<file path="src/gbn_pkg.sv">
// ----------------------------------------------------------------------------
// Go-back-N sender package
// Shared widths, command and register codes, and the request and result
// structures that pass between the front end, the queue and the back end.
// ----------------------------------------------------------------------------
package gbn_pkg;

  // Field widths fixed by the interface.
  localparam int SEQ_W     = 16;
  localparam int WIN_W     = 9;
  localparam int CNT_W     = 32;
  localparam int CMD_W     = 2;
  localparam int CFG_IDX_W = 2;
  localparam int CFG_DAT_W = 16;

  // Packed bus widths, padded to whole bytes.
  localparam int IN_DATA_W  = 24;
  localparam int OUT_DATA_W = 64;

  // Depth of the queue between the front end and the back end.
  localparam int QUEUE_DEPTH = 2;

  // Register reset values.
  localparam logic [WIN_W-1:0] WINDOW_RESET  = 9'd4;
  localparam logic [SEQ_W-1:0] FRAMES_RESET  = 16'd0;
  localparam logic [SEQ_W-1:0] TIMEOUT_RESET = 16'd1500;

  // Request kinds carried on the input channel.
  typedef enum logic [CMD_W-1:0] {
    CMD_TICK = 2'd0,
    CMD_ACK  = 2'd1,
    CMD_SEND = 2'd2
  } gbn_cmd_t;

  // Configuration register indexes.
  typedef enum logic [CFG_IDX_W-1:0] {
    REG_WINDOW_SIZE   = 2'd0,
    REG_TOTAL_FRAMES  = 2'd1,
    REG_TIMEOUT_TICKS = 2'd2
  } gbn_reg_t;

  // A classified request as it waits in the queue.
  typedef struct packed {
    logic             tick;
    logic             ack;
    logic             send;
    logic             abort;
    logic [SEQ_W-1:0] ack_seq;
  } gbn_item_t;

  // One result, fields listed from the highest bit down.
  typedef struct packed {
    logic [CNT_W-1:0] retransmit_total;
    logic [WIN_W-1:0] in_flight;
    logic             done_res;
    logic [SEQ_W-1:0] send_seq;
    logic             send_valid;
  } gbn_result_t;

  // A configuration write as seen by the back end.
  typedef struct packed {
    logic                 we;
    logic [CFG_IDX_W-1:0] index;
    logic [CFG_DAT_W-1:0] wdata;
  } gbn_cfg_wr_t;

endpackage

</file>
<file path="src/go_back_n_sender.sv">
// Path: a request accepted on the input channel passes the front register, a queue slot
// and the output register, in that order, before it reaches the output channel.
// Throughput: one request per cycle while the output is not stalled, set by the state
// update in the back end; the queue lets either channel stall without losing a slot.
// Reset: synchronous active-low; window state, counters and handshakes clear,
// and the configuration registers return to their reset values.
// ----------------------------------------------------------------------------
// Go-back-N sender
// Takes time ticks, acknowledgements and send slots, hands out frame numbers
// within the window, and rewinds to the oldest unacknowledged frame on timeout.
// ----------------------------------------------------------------------------
module go_back_n_sender #(
  parameter int MAX_WINDOW = 256,
  parameter int SEQ_BITS   = 16
) (
  input  logic                              clk,
  input  logic                              rst_n,
  // Input channel
  input  logic                              in_tvalid,
  output logic                              in_tready,
  input  logic [gbn_pkg::IN_DATA_W-1:0]     in_tdata,   // ack_seq[15:0], ack_abort
  input  logic [gbn_pkg::CMD_W-1:0]         in_tuser,   // cmd
  // Result channel
  output logic                              out_tvalid,
  input  logic                              out_tready,
  output logic [gbn_pkg::OUT_DATA_W-1:0]    out_tdata,  // send_valid, send_seq[15:0],
                                                        // done_res, in_flight[8:0],
                                                        // retransmit_total[31:0]
  // Configuration port
  input  logic                              cfg_we,
  input  logic [gbn_pkg::CFG_IDX_W-1:0]     cfg_index,
  input  logic [gbn_pkg::CFG_DAT_W-1:0]     cfg_wdata
);

  localparam int ITEM_W = $bits(gbn_pkg::gbn_item_t);
  localparam int RES_W  = $bits(gbn_pkg::gbn_result_t);

  logic                 fq_valid;
  logic                 fq_ready;
  gbn_pkg::gbn_item_t   fq_item;
  logic                 qb_valid;
  logic                 qb_ready;
  logic [ITEM_W-1:0]    qb_data;
  gbn_pkg::gbn_cfg_wr_t cfg_wr;
  gbn_pkg::gbn_result_t res;

  assign cfg_wr = '{we: cfg_we, index: cfg_index, wdata: cfg_wdata};

  // Front end: accept and classify requests.
  gbn_front u_front (
    .clk       (clk),
    .rst_n     (rst_n),
    .in_tvalid (in_tvalid),
    .in_tready (in_tready),
    .in_tdata  (in_tdata),
    .in_tuser  (in_tuser),
    .q_valid   (fq_valid),
    .q_ready   (fq_ready),
    .q_item    (fq_item)
  );

  // Queue between the two halves.
  gbn_queue #(
    .WIDTH (ITEM_W),
    .DEPTH (gbn_pkg::QUEUE_DEPTH)
  ) u_queue (
    .clk      (clk),
    .rst_n    (rst_n),
    .wr_valid (fq_valid),
    .wr_ready (fq_ready),
    .wr_data  (fq_item),
    .rd_valid (qb_valid),
    .rd_ready (qb_ready),
    .rd_data  (qb_data)
  );

  // Back end: window state and results.
  gbn_back #(
    .MAX_WINDOW (MAX_WINDOW),
    .SEQ_BITS   (SEQ_BITS)
  ) u_back (
    .clk       (clk),
    .rst_n     (rst_n),
    .cfg_wr    (cfg_wr),
    .q_valid   (qb_valid),
    .q_ready   (qb_ready),
    .q_item    (gbn_pkg::gbn_item_t'(qb_data)),
    .res_valid (out_tvalid),
    .res_ready (out_tready),
    .res       (res)
  );

  // Pack the result, send_valid in the lowest bit, zero padded.
  assign out_tdata = {{(gbn_pkg::OUT_DATA_W-RES_W){1'b0}}, res};

endmodule

</file>
<file path="src/gbn_front.sv">
// ----------------------------------------------------------------------------
// Go-back-N sender front end
// Accepts requests from the input channel, decodes the command into flags and
// hands the classified request on to the queue.
// ----------------------------------------------------------------------------
module gbn_front (
  input  logic                                 clk,
  input  logic                                 rst_n,
  input  logic                                 in_tvalid,
  output logic                                 in_tready,
  input  logic [gbn_pkg::IN_DATA_W-1:0]        in_tdata,  // ack_seq, ack_abort
  input  logic [gbn_pkg::CMD_W-1:0]            in_tuser,  // cmd
  output logic                                 q_valid,
  input  logic                                 q_ready,
  output gbn_pkg::gbn_item_t                   q_item
);

  logic               hold_valid_r;
  logic               hold_valid_nxt;
  gbn_pkg::gbn_item_t hold_item_r;
  gbn_pkg::gbn_item_t item_nxt;
  logic               in_acc;
  logic               push;

  // The holding register frees up whenever the queue takes its request.
  assign push      = hold_valid_r && q_ready;
  assign in_tready = !hold_valid_r || q_ready;
  assign in_acc    = in_tvalid && in_tready;

  // Decode the command; the unused code leaves the tick, ack and send flags clear.
  always_comb begin
    item_nxt         = '0;
    item_nxt.ack_seq = in_tdata[gbn_pkg::SEQ_W-1:0];
    item_nxt.abort   = in_tdata[gbn_pkg::SEQ_W];
    case (gbn_pkg::gbn_cmd_t'(in_tuser))
      gbn_pkg::CMD_TICK: item_nxt.tick = 1'b1;
      gbn_pkg::CMD_ACK:  item_nxt.ack  = 1'b1;
      gbn_pkg::CMD_SEND: item_nxt.send = 1'b1;
      default:           item_nxt.tick = 1'b0;
    endcase
  end

  // Occupancy of the holding register.
  always_comb begin
    hold_valid_nxt = hold_valid_r;
    if (in_acc) begin
      hold_valid_nxt = 1'b1;
    end else if (push) begin
      hold_valid_nxt = 1'b0;
    end
  end

  always_ff @(posedge clk) begin
    if (!rst_n) begin
      hold_valid_r <= 1'b0;
    end else begin
      hold_valid_r <= hold_valid_nxt;
    end
  end

  always_ff @(posedge clk) begin
    if (in_acc) begin
      hold_item_r <= item_nxt;
    end
  end

  assign q_valid = hold_valid_r;
  assign q_item  = hold_item_r;

endmodule

</file>
<file path="src/gbn_queue.sv">
// ----------------------------------------------------------------------------
// Go-back-N sender request queue
// A short first-in first-out queue that lets the front end and the back end
// stall independently of each other.
// ----------------------------------------------------------------------------
module gbn_queue #(
  parameter int WIDTH = 20,
  parameter int DEPTH = 2
) (
  input  logic             clk,
  input  logic             rst_n,
  input  logic             wr_valid,
  output logic             wr_ready,
  input  logic [WIDTH-1:0] wr_data,
  output logic             rd_valid,
  input  logic             rd_ready,
  output logic [WIDTH-1:0] rd_data
);

  localparam int PTR_W = (DEPTH > 1) ? $clog2(DEPTH) : 1;
  localparam int CNT_W = $clog2(DEPTH + 1);
  localparam logic [PTR_W-1:0] LAST_PTR = PTR_W'(DEPTH - 1);
  localparam logic [CNT_W-1:0] FULL_CNT = CNT_W'(DEPTH);

  logic [WIDTH-1:0] slot_r [DEPTH];
  logic [PTR_W-1:0] wr_ptr_r;
  logic [PTR_W-1:0] wr_ptr_nxt;
  logic [PTR_W-1:0] rd_ptr_r;
  logic [PTR_W-1:0] rd_ptr_nxt;
  logic [CNT_W-1:0] count_r;
  logic [CNT_W-1:0] count_nxt;
  logic             do_wr;
  logic             do_rd;

  assign wr_ready = (count_r != FULL_CNT);
  assign rd_valid = (count_r != '0);
  assign do_wr    = wr_valid && wr_ready;
  assign do_rd    = rd_valid && rd_ready;
  assign rd_data  = slot_r[rd_ptr_r];

  // Pointer and fill count updates.
  always_comb begin
    wr_ptr_nxt = wr_ptr_r;
    rd_ptr_nxt = rd_ptr_r;
    count_nxt  = count_r;
    if (do_wr) begin
      wr_ptr_nxt = (wr_ptr_r == LAST_PTR) ? '0 : wr_ptr_r + PTR_W'(1);
    end
    if (do_rd) begin
      rd_ptr_nxt = (rd_ptr_r == LAST_PTR) ? '0 : rd_ptr_r + PTR_W'(1);
    end
    if (do_wr && !do_rd) begin
      count_nxt = count_r + CNT_W'(1);
    end else if (do_rd && !do_wr) begin
      count_nxt = count_r - CNT_W'(1);
    end
  end

  always_ff @(posedge clk) begin
    if (!rst_n) begin
      wr_ptr_r <= '0;
      rd_ptr_r <= '0;
      count_r  <= '0;
    end else begin
      wr_ptr_r <= wr_ptr_nxt;
      rd_ptr_r <= rd_ptr_nxt;
      count_r  <= count_nxt;
    end
  end

  always_ff @(posedge clk) begin
    if (do_wr) begin
      slot_r[wr_ptr_r] <= wr_data;
    end
  end

endmodule

</file>
<file path="src/gbn_back.sv">
// ----------------------------------------------------------------------------
// Go-back-N sender back end
// Holds the configuration and the window state and carries out one request
// per cycle unless stalled; an output register keeps each result until taken.
// ----------------------------------------------------------------------------
module gbn_back #(
  parameter int MAX_WINDOW = 256,
  parameter int SEQ_BITS   = 16
) (
  input  logic                 clk,
  input  logic                 rst_n,
  input  gbn_pkg::gbn_cfg_wr_t cfg_wr,
  input  logic                 q_valid,
  output logic                 q_ready,
  input  gbn_pkg::gbn_item_t   q_item,
  output logic                 res_valid,
  input  logic                 res_ready,
  output gbn_pkg::gbn_result_t res
);

  localparam int SW = gbn_pkg::SEQ_W;
  localparam int CW = gbn_pkg::CNT_W;
  localparam int WW = gbn_pkg::WIN_W;
  localparam int MASK_BITS = (SEQ_BITS < SW) ? SEQ_BITS : SW;
  localparam logic [31:0]   ONE32    = 32'd1;
  localparam logic [SW-1:0] SEQ_MASK = SW'((ONE32 << MASK_BITS) - ONE32);
  localparam logic [SW-1:0] MAX_WIN  = SW'(MAX_WINDOW);

  // Configuration registers.
  logic [WW-1:0] window_size_r;
  logic [SW-1:0] total_frames_r;
  logic [SW-1:0] timeout_ticks_r;

  // Window state.
  logic [SW-1:0] next_seq_r,     next_seq_nxt;
  logic [SW-1:0] window_base_r,  window_base_nxt;
  logic [SW-1:0] idle_timer_r,   idle_timer_nxt;
  logic [CW-1:0] resent_count_r, resent_count_nxt;
  logic          finished_r,     finished_nxt;

  // Output register.
  logic                 res_valid_r;
  logic                 res_valid_nxt;
  gbn_pkg::gbn_result_t res_r;
  gbn_pkg::gbn_result_t res_nxt;

  logic          pop;
  logic [SW-1:0] flight;
  logic [SW-1:0] eff_window;
  logic [SW-1:0] timer_inc;
  logic [SW-1:0] base_inc;
  logic [CW:0]   resent_sum;
  logic          active;
  logic          send_ok;

  // A request is carried out whenever the output register is free or emptying.
  assign pop     = q_valid && (!res_valid_r || res_ready);
  assign q_ready = !res_valid_r || res_ready;

  // Configuration writes; an index beyond the list is ignored.
  always_ff @(posedge clk) begin
    if (!rst_n) begin
      window_size_r   <= gbn_pkg::WINDOW_RESET;
      total_frames_r  <= gbn_pkg::FRAMES_RESET;
      timeout_ticks_r <= gbn_pkg::TIMEOUT_RESET;
    end else if (cfg_wr.we) begin
      case (gbn_pkg::gbn_reg_t'(cfg_wr.index))
        gbn_pkg::REG_WINDOW_SIZE:   window_size_r   <= cfg_wr.wdata[WW-1:0];
        gbn_pkg::REG_TOTAL_FRAMES:  total_frames_r  <= cfg_wr.wdata[SW-1:0];
        gbn_pkg::REG_TIMEOUT_TICKS: timeout_ticks_r <= cfg_wr.wdata[SW-1:0];
        default:                    ;
      endcase
    end
  end

  // Effective window: zero acts as one, and it never exceeds the maximum.
  always_comb begin
    if (window_size_r == '0) begin
      eff_window = SW'(1);
    end else if ({{(SW-WW){1'b0}}, window_size_r} > MAX_WIN) begin
      eff_window = MAX_WIN;
    end else begin
      eff_window = {{(SW-WW){1'b0}}, window_size_r};
    end
  end

  assign flight     = next_seq_r - window_base_r;
  assign timer_inc  = (idle_timer_r != '1) ? idle_timer_r + SW'(1) : idle_timer_r;
  assign base_inc   = window_base_r + SW'(1);
  assign resent_sum = {1'b0, resent_count_r} + {{(CW+1-SW){1'b0}}, flight};
  assign active     = !finished_r && (window_base_r < total_frames_r);
  assign send_ok    = (flight < eff_window) && (next_seq_r < total_frames_r);

  // Carry out one request against the window state.
  always_comb begin
    next_seq_nxt     = next_seq_r;
    window_base_nxt  = window_base_r;
    idle_timer_nxt   = idle_timer_r;
    resent_count_nxt = resent_count_r;
    finished_nxt     = finished_r;
    res_nxt          = '0;

    if (active) begin
      if (q_item.tick) begin
        if (flight != '0) begin
          if (timer_inc >= timeout_ticks_r) begin
            // Timeout: rewind to the oldest frame and count the resends.
            resent_count_nxt = resent_sum[CW] ? '1 : resent_sum[CW-1:0];
            next_seq_nxt     = window_base_r;
            idle_timer_nxt   = '0;
          end else begin
            idle_timer_nxt = timer_inc;
          end
        end else begin
          idle_timer_nxt = '0;
        end
      end else if (q_item.ack) begin
        if (q_item.abort) begin
          finished_nxt = 1'b1;
        end else if ((flight != '0) &&
                     ((q_item.ack_seq & SEQ_MASK) == (window_base_r & SEQ_MASK))) begin
          window_base_nxt = base_inc;
          idle_timer_nxt  = '0;
          if (base_inc >= total_frames_r) begin
            finished_nxt = 1'b1;
          end
        end
      end else if (q_item.send) begin
        if (send_ok) begin
          res_nxt.send_valid = 1'b1;
          res_nxt.send_seq   = next_seq_r & SEQ_MASK;
          next_seq_nxt       = next_seq_r + SW'(1);
        end
      end
    end

    res_nxt.done_res         = finished_nxt || (window_base_nxt >= total_frames_r);
    res_nxt.in_flight        = WW'(next_seq_nxt - window_base_nxt);
    res_nxt.retransmit_total = resent_count_nxt;
  end

  // Output register occupancy.
  always_comb begin
    res_valid_nxt = res_valid_r;
    if (pop) begin
      res_valid_nxt = 1'b1;
    end else if (res_ready) begin
      res_valid_nxt = 1'b0;
    end
  end

  always_ff @(posedge clk) begin
    if (!rst_n) begin
      next_seq_r     <= '0;
      window_base_r  <= '0;
      idle_timer_r   <= '0;
      resent_count_r <= '0;
      finished_r     <= 1'b0;
      res_valid_r    <= 1'b0;
    end else begin
      res_valid_r <= res_valid_nxt;
      if (pop) begin
        next_seq_r     <= next_seq_nxt;
        window_base_r  <= window_base_nxt;
        idle_timer_r   <= idle_timer_nxt;
        resent_count_r <= resent_count_nxt;
        finished_r     <= finished_nxt;
      end
    end
  end

  always_ff @(posedge clk) begin
    if (pop) begin
      res_r <= res_nxt;
    end
  end

  assign res_valid = res_valid_r;
  assign res       = res_r;

`ifndef SYNTHESIS
  // Once the transfer has ended it stays ended.
  a_finished_sticks: assert property (@(posedge clk) disable iff (!rst_n)
    finished_r |=> finished_r)
    else $error("finished flag cleared after the transfer ended");

  // The idle timer rests at zero whenever nothing is outstanding.
  a_timer_idle: assert property (@(posedge clk) disable iff (!rst_n)
    (next_seq_r == window_base_r) |-> (idle_timer_r == '0))
    else $error("idle timer running with nothing outstanding");

  // The retransmit total never goes down.
  a_resent_monotonic: assert property (@(posedge clk) disable iff (!rst_n)
    pop |=> (resent_count_r >= $past(resent_count_r)))
    else $error("retransmit total decreased");

  // A held result is never overwritten by a new request.
  a_no_overwrite: assert property (@(posedge clk) disable iff (!rst_n)
    (res_valid_r && !res_ready) |-> !pop)
    else $error("request carried out while the result was stalled");
`endif

endmodule
</file>
<file path="config.mk">
export PLATFORM = sky130hd
export DESIGN_NAME = go_back_n_sender
export DESIGN_NICKNAME = d
export VERILOG_FILES = /design/src/gbn_pkg.sv /design/src/go_back_n_sender.sv /design/src/gbn_front.sv /design/src/gbn_queue.sv /design/src/gbn_back.sv
export SDC_FILE = /design/constraint.sdc
export NUM_CORES = 1
export LEC_CHECK = 0
export BUFFER_PORTS_ARGS = -buffer_cell sky130_fd_sc_hd__buf_4
export CAP_MARGIN = 15
export CORE_MARGIN = 2
export CORE_UTILIZATION = 55
export CTS_CLUSTER_SIZE = 24
export DETAILED_ROUTE_END_ITERATION = 6
export GPL_TIMING_DRIVEN = 0
export PLACE_DENSITY = 0.74
export SETUP_SLACK_MARGIN = 0.2
export SLEW_MARGIN = 20
export SYNTH_ARGS = -nofsm -noshare
export SYNTH_HDL_FRONTEND = slang
export SYNTH_SLANG_ARGS = --single-unit
</file>
<file path="constraint.sdc">
create_clock -name clk -period 8.1 [get_ports clk]
set_input_delay 1.62 -clock clk [delete_from_list [all_inputs] [get_ports clk]]
set_output_delay 1.62 -clock clk [all_outputs]
set_load 0.01 [all_outputs]
</file>
==> metrics.md <==
| Metric | Value |
|---|---|
| Initial Utilization | 0.5551 |
| # setup viols final | 0 |
| CP max stage delay | 0.48 ns |
| Io pins | 115 |
| HPWL Detailed | 32520 um |
| Fill count | 2309 |
| Inserted Diodes | 0 |
| Int Pwr | 2.694 mW |
| Fmax | 137.8 MHz |
| Register area | 6156 um^2 |
| Clock group share of total power | 0.317 |
| Flop pwr share | 0.384 |
| Die footprint | 29160 um^2 |
| Port Buf Inserts | 102 |
| Slowest CP cell | clkbuf_1 |
| Pin count of the biggest net entering global routing | 36 |
| Final period util | 0.8960 |
| CTS tree | built |
| Actual slew at the worst max-slew pin | 0.9981 ns |
| Resize count post-CTS | 0 |
| Seq/Total Area, Yosys | 0.4025 |
| Final clock skew | 0.01985 ns |
| Worst setup SP type | flop |
| Die H | 170.8 um |
| Pins Over Slew Limit | 0 |
| Met3 wire length | 2480 um |
| Area Growth Syn to Fin | 14.70% |
| First-pass GRT wire length | 65490 um |
| CTS Buf Count | 28 |
| RePlAce Congestion | 0.9603 |
| Mapped Area | 15290 um^2 |
| Sw Pwr | 1.388 mW |
| P_leak | 6.966 nW |
| # DRC | 1 |
| Slew margin rel. | 0.3346 |
| Crit path required time | 8.39 ns |
| Max VDD drop | 0.2147 mV |
| Fin nets | 1988 |
| Area of the multi-input gates | 8476 um^2 |
| Routed met2 length | 20430 um |
| Clock Latency Late Sink | 0.56 ns |
| Setup CP Type | reg -> reg |
| Post-CTS setup buffer count | 0 |
| WL met1 | 17880 um |
| Final core utilization | 0.6367 |
| Hold Worst Slack | 0.4356 ns |
| Max-cap violations | 0 |
| Row count | 61 |
| Crit end category | flop |
| Setup TNS Final | 0 ns |
| Worst-path clk slew | 0.07 ns |
| Uppermost routed layer | met4 |
| GRT Total Usage | 0.2881 |
| Final min period | 7.258 ns |
| Maximum root-to-sink buffer count | 3 |
| Per-cell routed wire length | 19.34 um |
| Core Box Area | 27550 um^2 |
| Sw Ratio | 0.3400 |
| Die Width | 170.8 um |
| Clock root cell | clkbuf_16 |
| CTS sink cnt | 248 |
| Arrival time at the worst endpoint | 7.54 ns |
| Layout cells sized above 1 | 0.1144 |
| CP dominant cell by count | a21oi_1 |
| Vias per inst | 5.932 |
| Yosys warning total | 0 |
| Mapped Cells | 1666 |
| Cell variety after synth | 86 |
| Synth Area per Inst | 9.180 um^2 |
| Global route overflow | 0 |
| Power share of the combinational group | 0.299 |
| TritonRoute pass-1 iters | 7 |
| Number of antenna violations at the first check in global routing | 0 |
| Hold crit path type | reg -> reg |
| ANT nets after route | 0 |
| Failing checks | DRC |
| Pwr dens | 232.7 nW/um^2 |
| Crit path max fanout | 10 |
| WL final | 42640 um |
| Hold Crit Depth | 0 |
| Main synth FF type | dfxtp_1 |
| RSZ-0062 raised after global routing | false |
| R2R cell count | 29 |
| H-tree depth | 1 |
| Asr flop ratio synth | 0 |
| Routed via count | 13080 |
| Number of global-route vias before repair | 12283 |
| Yosys reg bits | 248 |
| Status | finished with violations |
| Post-synth EDFFs | 119 |
| Cts-stage hold buffer count | 0 |
| Initial detailed-routing violation count | 1302 |
| Final Hold Vio Count | 0 |
## layout make-up
class / count / area share
sequential: 248 / 0.3509
multi-input combinational: 1256 / 0.4832
inverter: 84 / 0.01797
clock buffer: 33 / 0.04280
buffer: 82 / 0.02104
timing repair buffer: 105 / 0.04658
clock inverter: 19 / 0.01056
tap: 378 / 0.02696
## through the flow
step	cells	total power [mW]	area, um^2	setup WS [ns]
final	2205	4.083	17540	0.8425
after global routing	2205	4.236	17540	0.3581
after CTS	2205	4.085	17540	0.7505
after detailed placement	2153	2.796	16600	0.8001
after global placement	2150	2.768	16550	0.8196
after floorplan	1670	2.315	15310	2.172
## sequential cells by signal, summed over array words and instances (netlist names), named ones only
name                    flops
u_queue.slot_r             40
u_queue.count_r             2
u_queue.rd_ptr_r            1
u_back.res                 59
u_back.finished_r           1
u_front.q_valid             1
u_back.timeout_ticks_r     16
u_back.window_base_r       16
u_back.total_frames_r      16
u_back.resent_count_r      32
u_back.res_valid            1
u_back.idle_timer_r        16
u_front.q_item             20
u_back.next_seq_r          16
u_queue.wr_ptr_r            1
u_back.window_size_r        9
## cell usage in the layout (no fill, tap or decap), types with 25 or more instances in the layout
master and n:
and3_1 30, a21o_1 37, nand2_1 189, clkbuf_1 57
mux2i_1 31, nor3_1 34, clkbuf_16 29, buf_4 112
a21oi_1 120, o21ai_0 65, nand3_1 39, xnor2_1 95
nand4_1 34, dfxtp_1 129, nor2_1 152, nor4_1 25
inv_1 82, ha_1 131, edfxtp_1 119
## power groups by stage
stage	logic [mW]	registers [mW]	clock network [mW]
2_1_floorplan	0.664	1.65	0
3_3_place_gp	1.16	1.61	0
3_5_place_dp	1.20	1.59	0
4_1_cts	1.21	1.57	1.31
5_1_grt	1.31	1.58	1.34
6_report	1.22	1.57	1.29
## cell usage after synthesis, types with 11 or more instances
cell type | n | area share
a211oi_1 | 23 | 0.011
a21o_1 | 37 | 0.018
a21oi_1 | 120 | 0.039
a31oi_1 | 11 | 0.0045
and2_1 | 20 | 0.0082
and3_1 | 30 | 0.012
buf_2 | 12 | 0.0039
clkbuf_1 | 54 | 0.013
dfxtp_1 | 129 | 0.17
edfxtp_1 | 119 | 0.23
ha_1 | 131 | 0.11
inv_1 | 82 | 0.020
mux2i_1 | 31 | 0.020
nand2_1 | 189 | 0.046
nand3_1 | 39 | 0.013
nand4_1 | 34 | 0.014
nor2_1 | 153 | 0.038
nor3_1 | 34 | 0.011
nor4_1 | 25 | 0.010
o211ai_1 | 17 | 0.0083
o21a_1 | 17 | 0.0083
o21ai_0 | 65 | 0.021
xnor2_1 | 95 | 0.054
xor2_1 | 15 | 0.0086
## final timing paths
| check | startpoint | endpoint | slack, ns |
|---|---|---|---|
| setup reg to reg | u_back.window_base_r[4] | u_back.res[26] | 0.84 |
| setup / recovery | u_back.window_base_r[4] | u_back.res[26] | 0.84 |
| hold / removal | u_front.q_item[13] | u_queue.slot_r[0][13] | 0.44 |
| hold reg to reg | u_front.q_item[13] | u_queue.slot_r[0][13] | 0.44 |
## routing by layer
layer / up-vias / track usage
met1: 6127 / 0.3664
li1: 6320 / -
met2: 516 / 0.4985
met5: - / 0
met4: 0 / 0.1215
met3: 117 / 0.03123
## critical path, delay by kind of cell, from the launching register on
| kind | cells | cell delay (ns) |
|---|---|---|
| flip-flops | 1 | 0.34 |
| buffers and inverters | 5 | 1.36 |
| XOR/XNOR | 2 | 0.48 |
| AO/OA/AOI/OAI | 11 | 2.14 |
| adder cells (fa/ha/maj) | 4 | 1.21 |
| AND/OR/NAND/NOR | 7 | 1.43 |
## kinds of logic (layout without fill, tap and decap cells)
group	Yosys count	in the layout	synth area share
other	1	5	0.0002452
buffers and inverters	166	323	0.04467
and+or+nand+nor	585	585	0.1829
DFF	248	248	0.4025
xor gates and xnor gates	112	112	0.06561
AOI/OAI and AO/OA	379	379	0.1653
adders and majority gates	134	134	0.1111
muxes	41	41	0.02765
Note: power is estimated with default switching activity, not from simulation.
